## src/rtl/kdef_pkg.sv

```systemverilog
// Shared types and constants for the keypad debounce event FIFO.
package kdef_pkg;

  localparam int NUM_KEYS    = 16;
  localparam int FIFO_DEPTH  = 32;
  localparam int KEY_W       = $clog2(NUM_KEYS);
  localparam int PTR_W       = $clog2(FIFO_DEPTH);
  localparam int CNT_W       = $clog2(FIFO_DEPTH + 1);
  localparam int EVT_W       = KEY_W + 1;
  localparam int RAW_W       = 16;
  localparam int TIME_W      = 32;
  localparam int DBMS_W      = 16;
  localparam int QLEVEL_W    = 6;
  localparam int EVT_KEY_W   = 4;

  localparam logic [DBMS_W-1:0] DEBOUNCE_RESET = DBMS_W'(20);

  // Request kinds
  localparam logic KIND_SCAN = 1'b0;
  localparam logic KIND_POP  = 1'b1;

  typedef struct packed {
    logic              kind;
    logic [RAW_W-1:0]  raw_keys;
    logic [TIME_W-1:0] now_ms;
  } in_item_t;

  typedef struct packed {
    logic                 event_valid;
    logic [EVT_KEY_W-1:0] event_key;
    logic                 event_pressed;
    logic [QLEVEL_W-1:0]  queue_level;
    logic                 scan_dropped;
  } out_item_t;

  // Decoded request handed from front to back
  typedef struct packed {
    logic              is_pop;
    logic [RAW_W-1:0]  raw;
    logic [TIME_W-1:0] now;
  } cmd_t;

  typedef enum logic [1:0] {
    ST_IDLE,
    ST_POP_RD,
    ST_SCAN
  } back_state_t;

endpackage

```

## src/rtl/kdef_ram.sv

```systemverilog
// Generic single-write, single-read RAM with registered read data.
module kdef_ram #(
  parameter int WIDTH = 8,
  parameter int DEPTH = 32
) (
  input  logic                     clk,
  input  logic                     we,
  input  logic [$clog2(DEPTH)-1:0] waddr,
  input  logic [WIDTH-1:0]         wdata,
  input  logic [$clog2(DEPTH)-1:0] raddr,
  output logic [WIDTH-1:0]         rdata
);

  logic [WIDTH-1:0] mem [DEPTH];

  always_ff @(posedge clk) begin
    if (we) begin
      mem[waddr] <= wdata;
    end
    rdata <= mem[raddr];
  end

endmodule

```

## src/rtl/kdef_front.sv

```systemverilog
// Front end: accepts requests, decodes them and holds them in a two-entry queue.
module kdef_front (
  input  logic              clk,
  input  logic              rst_n,
  input  logic              in_push,
  output logic              in_full,
  input  kdef_pkg::in_item_t in_item,
  output logic              cmd_valid,
  output kdef_pkg::cmd_t    cmd,
  input  logic              cmd_take
);
  import kdef_pkg::*;

  cmd_t        q_r [2];
  logic        wp_r, wp_nxt;
  logic        rp_r, rp_nxt;
  logic [1:0]  cnt_r, cnt_nxt;
  logic        push_ok;
  logic        take_ok;
  cmd_t        dec;

  // Decode the incoming request
  always_comb begin
    dec.is_pop = (in_item.kind == KIND_POP);
    dec.raw    = in_item.raw_keys;
    dec.now    = in_item.now_ms;
  end

  assign in_full   = (cnt_r == 2'd2);
  assign cmd_valid = (cnt_r != 2'd0);
  assign cmd       = q_r[rp_r];
  assign push_ok   = in_push && !in_full;
  assign take_ok   = cmd_take && cmd_valid;

  // Pointer and count update
  always_comb begin
    wp_nxt  = push_ok ? ~wp_r : wp_r;
    rp_nxt  = take_ok ? ~rp_r : rp_r;
    cnt_nxt = cnt_r;
    if (push_ok && !take_ok) begin
      cnt_nxt = cnt_r + 2'd1;
    end else if (!push_ok && take_ok) begin
      cnt_nxt = cnt_r - 2'd1;
    end
  end

  always_ff @(posedge clk) begin
    if (!rst_n) begin
      wp_r  <= 1'b0;
      rp_r  <= 1'b0;
      cnt_r <= 2'd0;
    end else begin
      wp_r  <= wp_nxt;
      rp_r  <= rp_nxt;
      cnt_r <= cnt_nxt;
    end
  end

  // Queue storage
  always_ff @(posedge clk) begin
    if (push_ok) begin
      q_r[wp_r] <= dec;
    end
  end

endmodule

```

## src/rtl/kdef_back.sv

```systemverilog
// Back end: per-key debounce sequencer, event ring FIFO control and result register.
module kdef_back (
  input  logic                          clk,
  input  logic                          rst_n,
  input  logic                          cmd_valid,
  input  kdef_pkg::cmd_t                cmd,
  output logic                          cmd_take,
  input  logic                          cfg_we,
  input  logic [kdef_pkg::DBMS_W-1:0]   cfg_data,
  output logic                          out_empty,
  input  logic                          out_pop,
  output kdef_pkg::out_item_t           out_item
);
  import kdef_pkg::*;

  localparam int SUM_W = CNT_W + 1;

  back_state_t        state_r, state_nxt;
  logic [KEY_W-1:0]   key_r, key_nxt;
  logic [RAW_W-1:0]   raw_r, raw_nxt;
  logic [TIME_W-1:0]  now_r, now_nxt;
  logic               drop_r, drop_nxt;
  logic [NUM_KEYS-1:0] deb_r, deb_nxt;
  logic [TIME_W-1:0]  lct_r [NUM_KEYS];
  logic               lct_we;
  logic [PTR_W-1:0]   head_r, head_nxt;
  logic [CNT_W-1:0]   count_r, count_nxt;
  logic [DBMS_W-1:0]  dbms_r;
  out_item_t          res_r, res_nxt;
  logic               res_vld_r, res_vld_nxt;

  logic               lvl;
  logic [TIME_W-1:0]  elapsed;
  logic               chg;
  logic [SUM_W-1:0]   tail_sum;
  logic [SUM_W-1:0]   tail;
  logic               ram_we;
  logic [PTR_W-1:0]   ram_waddr;
  logic [EVT_W-1:0]   ram_wdata;
  logic [EVT_W-1:0]   ram_rdata;
  logic               fifo_full;

  // Event store
  kdef_ram #(
    .WIDTH (EVT_W),
    .DEPTH (FIFO_DEPTH)
  ) u_store (
    .clk   (clk),
    .we    (ram_we),
    .waddr (ram_waddr),
    .wdata (ram_wdata),
    .raddr (head_r),
    .rdata (ram_rdata)
  );

  // Current key evaluation: level change allowed after the debounce time
  assign lvl       = raw_r[key_r];
  assign elapsed   = now_r - lct_r[key_r];
  assign chg       = (lvl != deb_r[key_r]) && (elapsed >= TIME_W'(dbms_r));
  assign fifo_full = (count_r == CNT_W'(FIFO_DEPTH));

  // Tail slot = (head + count) mod depth, sum stays below twice the depth
  assign tail_sum  = SUM_W'(head_r) + SUM_W'(count_r);
  assign tail      = (tail_sum >= SUM_W'(FIFO_DEPTH)) ?
                     (tail_sum - SUM_W'(FIFO_DEPTH)) : tail_sum;
  assign ram_waddr = tail[PTR_W-1:0];
  assign ram_wdata = {key_r, lvl};

  assign out_empty = !res_vld_r;
  assign out_item  = res_r;

  // Sequencer
  always_comb begin
    state_nxt   = state_r;
    key_nxt     = key_r;
    raw_nxt     = raw_r;
    now_nxt     = now_r;
    drop_nxt    = drop_r;
    deb_nxt     = deb_r;
    head_nxt    = head_r;
    count_nxt   = count_r;
    res_nxt     = res_r;
    res_vld_nxt = res_vld_r && !out_pop;
    cmd_take    = 1'b0;
    ram_we      = 1'b0;
    lct_we      = 1'b0;

    case (state_r)
      ST_IDLE: begin
        if (cmd_valid && !res_vld_r) begin
          cmd_take = 1'b1;
          if (cmd.is_pop) begin
            if (count_r == '0) begin
              res_nxt     = '0;
              res_vld_nxt = 1'b1;
            end else begin
              state_nxt = ST_POP_RD;
            end
          end else begin
            raw_nxt   = cmd.raw;
            now_nxt   = cmd.now;
            key_nxt   = '0;
            drop_nxt  = 1'b0;
            state_nxt = ST_SCAN;
          end
        end
      end
      ST_POP_RD: begin
        // Read data for the head slot is now valid
        res_nxt.event_valid   = 1'b1;
        res_nxt.event_key     = EVT_KEY_W'(ram_rdata[EVT_W-1:1]);
        res_nxt.event_pressed = ram_rdata[0];
        res_nxt.queue_level   = QLEVEL_W'(count_r - CNT_W'(1));
        res_nxt.scan_dropped  = 1'b0;
        res_vld_nxt           = 1'b1;
        count_nxt             = count_r - CNT_W'(1);
        head_nxt              = (head_r == PTR_W'(FIFO_DEPTH - 1)) ? '0 :
                                head_r + PTR_W'(1);
        state_nxt             = ST_IDLE;
      end
      ST_SCAN: begin
        if (chg) begin
          deb_nxt[key_r] = lvl;
          lct_we         = 1'b1;
          if (fifo_full) begin
            drop_nxt = 1'b1;
          end else begin
            ram_we    = 1'b1;
            count_nxt = count_r + CNT_W'(1);
          end
        end
        key_nxt = key_r + KEY_W'(1);
        if (key_r == KEY_W'(NUM_KEYS - 1)) begin
          res_nxt              = '0;
          res_nxt.queue_level  = QLEVEL_W'(count_nxt);
          res_nxt.scan_dropped = drop_nxt;
          res_vld_nxt          = 1'b1;
          state_nxt            = ST_IDLE;
        end
      end
      default: begin
        state_nxt = ST_IDLE;
      end
    endcase
  end

  // Control and key state
  always_ff @(posedge clk) begin
    if (!rst_n) begin
      state_r   <= ST_IDLE;
      key_r     <= '0;
      drop_r    <= 1'b0;
      deb_r     <= '0;
      head_r    <= '0;
      count_r   <= '0;
      res_vld_r <= 1'b0;
      dbms_r    <= DEBOUNCE_RESET;
    end else begin
      state_r   <= state_nxt;
      key_r     <= key_nxt;
      drop_r    <= drop_nxt;
      deb_r     <= deb_nxt;
      head_r    <= head_nxt;
      count_r   <= count_nxt;
      res_vld_r <= res_vld_nxt;
      if (cfg_we) begin
        dbms_r <= cfg_data;
      end
    end
  end

  // Last-change times, cleared at reset
  always_ff @(posedge clk) begin
    if (!rst_n) begin
      for (int i = 0; i < NUM_KEYS; i++) begin
        lct_r[i] <= '0;
      end
    end else if (lct_we) begin
      lct_r[key_r] <= now_r;
    end
  end

  // Scan payload and result register
  always_ff @(posedge clk) begin
    raw_r <= raw_nxt;
    now_r <= now_nxt;
    res_r <= res_nxt;
  end

endmodule

```

## src/rtl/keypad_debounce_event_fifo.sv

```systemverilog
// Top level of the keypad debounce event FIFO.
// Usage:
//   Requests enter through a queue port: drive in_item and raise in_push; the
//   request is taken on a clock edge where in_full is low. A request is either
//   a scan snapshot (16 raw key levels plus a millisecond timestamp) or a pop.
//   Results leave through a queue port: while out_empty is low the oldest
//   result sits on out_item; raise out_pop to take it. Exactly one result is
//   produced per request, in request order.
//   cfg_debounce_ms is written when cfg_valid is high (cfg_ready is always
//   high); write it only while the block is idle.
// Timing:
//   A scan leaves the request queue, then walks the keys one per cycle
//   through the shared debounce compare; its result is ready after the last
//   key. A pop reads the event store with a registered read, so its result
//   is ready after the ST_POP_RD state.
//   The back end takes the next request in the cycle after the result is
//   popped: it does not start a new request while a result waits.
//   A two-entry request queue keeps accepting while a result waits; when the
//   receiver stalls, the result holds and the block stops after two more
//   requests, with in_full high.
// Reset (synchronous, rst_n low): all keys released, last-change times zero,
//   event FIFO empty, debounce time 20 ms. No clearing pass is needed.
module keypad_debounce_event_fifo (
  input  logic                             clk,
  input  logic                             rst_n,
  input  logic                             in_push,
  output logic                             in_full,
  input  kdef_pkg::in_item_t               in_item,
  output logic                             out_empty,
  input  logic                             out_pop,
  output kdef_pkg::out_item_t              out_item,
  input  logic                             cfg_valid,
  output logic                             cfg_ready,
  input  logic [kdef_pkg::DBMS_W-1:0]      cfg_debounce_ms
);
  import kdef_pkg::*;

  logic cmd_valid;
  cmd_t cmd;
  logic cmd_take;

  assign cfg_ready = 1'b1;

  // Request decode and queue
  kdef_front u_front (
    .clk       (clk),
    .rst_n     (rst_n),
    .in_push   (in_push),
    .in_full   (in_full),
    .in_item   (in_item),
    .cmd_valid (cmd_valid),
    .cmd       (cmd),
    .cmd_take  (cmd_take)
  );

  // Debounce sequencer and event FIFO
  kdef_back u_back (
    .clk       (clk),
    .rst_n     (rst_n),
    .cmd_valid (cmd_valid),
    .cmd       (cmd),
    .cmd_take  (cmd_take),
    .cfg_we    (cfg_valid && cfg_ready),
    .cfg_data  (cfg_debounce_ms),
    .out_empty (out_empty),
    .out_pop   (out_pop),
    .out_item  (out_item)
  );

endmodule
```

## config.mk

```make
export PLATFORM = sky130hd
export DESIGN_NAME = keypad_debounce_event_fifo
export DESIGN_NICKNAME = d
export VERILOG_FILES = /design/src/rtl/kdef_pkg.sv /design/src/rtl/kdef_ram.sv /design/src/rtl/kdef_front.sv /design/src/rtl/kdef_back.sv /design/src/rtl/keypad_debounce_event_fifo.sv
export SDC_FILE = /design/constraint.sdc
export NUM_CORES = 1
export LEC_CHECK = 0
export BUFFER_PORTS_ARGS = -buffer_cell sky130_fd_sc_hd__buf_2
export CELL_PAD_IN_SITES_DETAIL_PLACEMENT = 1
export CELL_PAD_IN_SITES_GLOBAL_PLACEMENT = 2
export CORE_MARGIN = 4
export CORE_UTILIZATION = 40
export DETAILED_ROUTE_END_ITERATION = 16
export GPL_TIMING_DRIVEN = 0
export HOLD_SLACK_MARGIN = 0.12
export PLACE_DENSITY_LB_ADDON = 0.1
export REMOVE_ABC_BUFFERS = 1
export SYNTH_ARGS = -nofsm -noshare
export SYNTH_HDL_FRONTEND = slang
export SYNTH_SLANG_ARGS = --single-unit
```

## constraint.sdc

```tcl
create_clock -name clk -period 12.59 [get_ports clk]
set_input_delay 0.6295 -clock clk [delete_from_list [all_inputs] [get_ports clk]]
set_output_delay 0.6295 -clock clk [all_outputs]
set_load 0.01 [all_outputs]
```

Word-level counts from Yosys, hierarchy flattened

Memory sizes are Yosys's and may differ from the RTL's. A register that Yosys moved wholly into a read port is not among the register bits.
Index checks and enable logic that the tools add are counted.

Order comparisons: 4
Add/sub/neg operators: 9
Reductions and logical operators: 26
Eq/ne operators: 13
Multiplexer cells: 59
Bitwise logic cells: 3

Operators with widths:

| cell                | number |
|---|---|
| $mux 13             | 4 |
| $pmux 13 s3         | 1 |
| $ge 32x16->1        | 1 |
| $mux 32             | 1 |
| $reduce_or 32->1    | 1 |
| $sub 32x32->32      | 1 |
| $mux 1              | 29 |
| $mux 4              | 5 |
| $bwmux 16           | 1 |
| $mux 2              | 6 |
| $mux 6              | 2 |
| $pmux 6 s2          | 1 |
| $mux 5              | 2 |
| $reduce_and 3->1    | 3 |
| $bmux 1 s4          | 2 |
| $logic_and 1x1->1   | 8 |
| $pmux 4 s2          | 1 |
| $reduce_bool 2->1   | 4 |
| $add 5x6->7         | 1 |
| $ge 7x6->1 const B  | 1 |
| $add 6x1->6 const B | 1 |
| $eq 6x6->1 const B  | 1 |
| $logic_not 6->1     | 1 |
| $ne 2x1->1 const B  | 3 |
| other kinds (25)    | 33 |

Bits in registers: 116
Input port bits: 70
Bits in writable memories: 770
Memories kept: 3

Memories:

| name               | depth | bits a word | rd ports | clocked after memory_dff | wr ports | RTL line         | source |
|---|---|---|---|---|---|---|---|
| u_back.lct_r       | 16    | 32          | 1        | 1                        | 16       | kdef_back.sv:24  | `logic [TIME_W-1:0] lct_r [NUM_KEYS];` |
| u_back.u_store.mem | 32    | 5           | 1        | 1                        | 1        | kdef_ram.sv:14   | `logic [WIDTH-1:0] mem [DEPTH];` |
| u_front.q_r        | 2     | 49          | 1        | 1                        | 1        | kdef_front.sv:14 | `cmd_t q_r [2];` |

Depth between registers and ports, before layout

Word-level depth: 11
Depth in mapped cells: 28
Gate-level depth less buffers: 22

Cells and area by module

A second synthesis with hierarchy kept.

Cells, all modules: 2759
Area total of the unflattened synthesis: 40218.6 um2

By module, submodules not included:

| module                     | sequential area each (um2) | cells each | area each (um2) | instances |
|---|---|---|---|---|
| kdef_back                  | 18307.6                    | 2303       | 30097.6         | 1 |
| kdef_ram                   | 4904.7                     | 277        | 6344.8          | 1 |
| kdef_front                 | 3042.9                     | 177        | 3764.9          | 1 |
| keypad_debounce_event_fifo | 0.0                        | 2          | 11.3            | 1 |

Worst setup path before layout

Ideal clock, no wire load.

Path type: register to register
Start point: register with a tool-made name
End point: memory u_back.lct_r[11][0] (enable)
Clock period less this slack: 8.576 ns
Path buffers: 5
Path slack: 4.014 ns
Arrival time: 8.110 ns
Data required time: 12.124 ns
Stages on the path, launching flop included: 28
Path through: dfxtp_1 buf_2 buf_1 buf_1 mux4_2 mux4_2 ha_1 fa_1 nor2b_1 o2111ai_1 a21oi_1 o21ai_0 nand2b_1 a21oi_1 xnor2_1 ha_1 nand2_1 o21a_1 o32ai_1 nor4_1 nand4_1 or4b_4 nor4_4 a31o_1 buf_6 buf_4 or2_2 o21ai_0

RTL lines:

| element          | RTL line |
|---|---|
| end: declaration | kdef_back.sv:24 |

==> qor.json <==
{
  "status": {"value": "finished, final reports clean"},
  "utilization": {"value": 0.472},
  "power.total": {"value": 8.58, "unit": "mW"},
  "floorplan.die_area": {"value": 108000, "unit": "um2"},
  "critical-path-max-stage-delay": {"value": 810, "unit": "ps"},
  "intPower": {"value": 5.99, "unit": "mW"},
  "clk_pin_slew": {"value": 60, "unit": "ps"},
  "yosysTopAreaCellShare": {"value": 0.608},
  "critPathRequiredTime": {"value": 12950, "unit": "ps"},
  "grt_max_degree": {"value": 72},
  "grt_antenna_before_repair": {"value": 5},
  "place.detailed.hpwl": {"value": 82000, "unit": "um"},
  "avgRoutedWirePerCell": {"value": 28.1, "unit": "um"},
  "crit_path_cell_trace": {"value": "buf_16 -> buf_16 -> mux4_2 -> mux4_2 -> inv_1 -> ha_1 -> nand4_1 -> o21ai_1 -> or2_2 -> or2_2 -> a21oi_1 -> xnor2_1 -> ha_1 -> nand4_1 -> nor3_1 -> o21ai_0 -> o31ai_1 -> or4b_4 -> nor4_4 -> a31oi_2 -> nand3_1 -> o21ai_4 -> buf_16 -> buf_12"},
  "drt_drc_violations_left": {"value": 0},
  "synth-async-reset-ratio": {"value": 0},
  "crit_top_cell": {"value": "buf_16"},
  "timing.hold.worst.start": {"value": "in_item[36]"},
  "hold_buffers": {"value": 48},
  "final-seq-area": {"value": 26300, "unit": "um2"},
  "buffer_levels_on_the_longest_clock_path": {"value": 3},
  "r2r_setup_slack": {"value": 3270, "unit": "ps"},
  "cpMaxStageDelayCell": {"value": "dfxtp_4"},
  "highest_fanout_seen_on_the_critical_path": {"value": 34},
  "num_io_pins": {"value": 86},
  "core.rowCount": {"value": 117},
  "multi_input_area": {"value": 13700, "unit": "um2"},
  "whs": {"value": 177, "unit": "ps"},
  "clock_share_of_power": {"value": 0.337},
  "cts_sinks": {"value": 896},
  "share_of_post_route_cells_with_drive_strength_above_1": {"value": 0.230},
  "die-width": {"value": 328, "unit": "um"},
  "postRouteAntennaNets": {"value": 0},
  "core_outline_area": {"value": 102000, "unit": "um2"},
  "place_worst_setup_slack": {"value": 3510, "unit": "ps"},
  "seqPwrFrac": {"value": 0.440},
  "layout.cell_area.non_filler": {"value": 48100, "unit": "um2"},
  "synth-edff-count": {"value": 831},
  "firstDrtPassIters": {"value": 5},
  "switching_share": {"value": 0.302},
  "crit_path_end_kind": {"value": "flip-flop"},
  "synth-seq-cells": {"value": 896},
  "globalplace.congestion": {"value": 0.785},
  "synthesis.area": {"value": 41100, "unit": "um2"},
  "grt_pass1_wl": {"value": 174000, "unit": "um"},
  "grtUsageTotal": {"value": 0.222},
  "drt_iter0_markers": {"value": 2159},
  "worst_hold_path_type": {"value": "in2reg"},
  "combinationalPowerShare": {"value": 0.223},
  "initial_utilization": {"value": 0.403},
  "clock_latency": {"value": 690, "unit": "ps"},
  "peakVddDrop": {"value": 100, "unit": "uV"},
  "most_common_library_cell_in_the_layout_ignoring_fill_and_taps": {"value": "edfxtp_1"},
  "final_critical_path_setup_slack": {"value": 3270, "unit": "ps"},
  "timing.final.crit_share": {"value": 0.740},
  "power.net_switching": {"value": 2.59, "unit": "mW"},
  "cts-buffers-inserted": {"value": 102},
  "syn_area_per_cell": {"value": 15.5, "unit": "um2"},
  "detail_route.wirelength": {"value": 119000, "unit": "um"},
  "final-max-slew-violation-count": {"value": 0},
  "first_global_vias": {"value": 25300},
  "route.detailed.vias_per_inst": {"value": 5.62},
  "worstSetupPathType": {"value": "reg2reg"},
  "h_tree_level_count": {"value": 3},
  "worst_ep_arrival_time": {"value": 9670, "unit": "ps"},
  "cap_viol_max_count": {"value": 0},
  "yosysTopAreaCell": {"value": "edfxtp_1"},
  "global_route.overflow_total": {"value": 0},
  "ys_warn_count": {"value": 0},
  "count_of_unique_library_cells_instantiated_by_yosys": {"value": 76},
  "total_cell_area_at_the_placement_stage": {"value": 44300, "unit": "um2"},
  "ctsRootBufferMaster": {"value": "clkbuf_16"},
  "finalSetupViolations": {"value": 0},
  "synth_area_leaders": {"value": "edfxtp_1 (61%), mux4_2 (12%), and2_1 (7.4%)"},
  "mostFrequentLayoutCells": {"value": "edfxtp_1 (831), and2_1 (486), mux4_2 (219)"},
  "period_minus_slack": {"value": 9320, "unit": "ps"},
  "synth-seq-area-share": {"value": 0.639},
  "num-nets-final": {"value": 2918},
  "postSynth.topFlopCell": {"value": "edfxtp_1"},
  "leakagePower": {"value": 16.6, "unit": "nW"},
  "syn-instance-count": {"value": 2652},
  "worst_setup_sp_type": {"value": "flip-flop"},
  "final.setup_skew": {"value": 36.5, "unit": "ps"},
  "cts_tree": {"value": "done"},
  "area_growth_syn_to_layout": {"value": 17.0, "unit": "%"},
  "die-height": {"value": 328, "unit": "um"},
  "report.final.hold_viol_count": {"value": 0},
  "portBuffers": {"value": 84},
  "dr_total_vias": {"value": 23700},
  "postCtsResizedCells": {"value": 0},
  "slew_headroom": {"value": 0.0570},
  "p_per_area": {"value": 178, "unit": "nW/um2"},
  "postCtsSetupBuffers": {"value": 0},
  "max_freq": {"value": 107, "unit": "MHz"},
  "grt_setup_unrepaired": {"value": "no"},
  "worstMarginPinSlew": {"value": 1410, "unit": "ps"},
  "layout.filler_cells": {"value": 9831}
}
-- flip-flops by register name, indices dropped and copies added (netlist names), named ones only --
name / cells
u_back.u_store.rdata: 5
u_front.rp_r: 1
u_back.head_r: 5
u_back.res_vld_r: 1
u_back.deb_r: 16
u_back.raw_r: 16
u_back.now_r: 32
u_back.drop_r: 1
u_back.count_r: 6
u_back.dbms_r: 16
u_front.wp_r: 1
u_front.q_r: 98
u_back.key_r: 4
u_front.cnt_r: 2
u_back.lct_r: 512
u_back.state_r: 2
u_back.out_item: 13
u_back.u_store.mem: 160
-- Yosys cell counts, types with 5 or more instances --
library cell and instances:
xor2_1 12, a21o_1 16, nand2_1 65, a211oi_1 8
dfxtp_1 65, mux2_2 56, nor3_1 23, mux2i_1 23
and2_1 486, or3_1 9, buf_2 11, or2_2 8
nand3_1 31, inv_1 67, nor4_1 44, mux4_2 219
nand4_1 15, nand2b_1 10, edfxtp_1 831, o31ai_1 9
a22oi_1 6, nor3_4 10, xnor2_1 19, buf_6 34
o211ai_1 9, ha_1 67, a21oi_1 65, buf_1 28
o21a_1 13, nor2b_1 5, buf_4 5, clkbuf_1 121
o21ai_0 53, or4_1 9, nor2_1 100, a31oi_1 10
o32ai_1 6, and3_1 14
-- final timing paths --
check | end | cells after the start
setup / recovery | u_back.lct_r[14][24] | 24
hold / removal | u_front.q_r[0][36] | 1
setup reg to reg | u_back.lct_r[14][24] | 24
hold reg to reg | u_back.deb_r[3] | 2
-- kinds of logic (layout without fill, tap and decap cells) --
kind of cell | Yosys count | in the layout | synth area share
AO/OA/AOI/OAI | 247 | 247 | 0.0392
XOR/XNOR | 31 | 31 | 0.00661
adder cells (fa/ha/maj) | 69 | 69 | 0.0214
buffers and inverters | 271 | 474 | 0.0322
flip-flops | 896 | 896 | 0.639
multiplexers | 298 | 298 | 0.141
other | 1 | 3 | 0.0000913
AND/OR/NAND/NOR | 839 | 839 | 0.120
-- layer usage --
metal	GRT usage	wire, um	share of wire
met2	0.362	57100	0.48
met3	0.0415	7200	0.061
met5	0	0	0
met1	0.307	51800	0.44
met4	0.0589	2790	0.023
-- cell type report --
type                       instances  share of cell area
antenna                            2            0.000104
clock buffer                     127              0.0555
sequential                       896               0.547
multi-input combinational       1485               0.286
inverter                          70             0.00549
timing repair buffer             224              0.0592
clock inverter                    53              0.0114
tap                             1368              0.0356
-- power by group through the flow --
stage	combinational, mW	sequential (mW)	clock, mW
after detailed placement	1.90	3.85	0
after global routing	2.07	3.82	3.08
final	1.91	3.78	2.89
after global placement	1.74	3.92	0
after floorplan	1.17	3.79	0
after CTS	1.92	3.78	2.96
-- worst max-delay path, delay by kind of cell (launching register included) --
family | cells | cell delay, ps
simple gates | 8 | 2380
mux | 2 | 1040
fa+ha+maj | 2 | 670
flops | 1 | 810
xor+xnor | 1 | 110
buf+inv | 5 | 1290
compound gates | 6 | 2540
-- per-stage QoR --
stage / instances / TNS [ps]
final: 4225 / 0
after global routing: 4223 / 0
after CTS: 4222 / 0
after detailed placement: 3994 / 0
after global placement: 3903 / -9272620
after floorplan: 2451 / -553240
No activity file was read; power rests on OpenSTA's default activity.
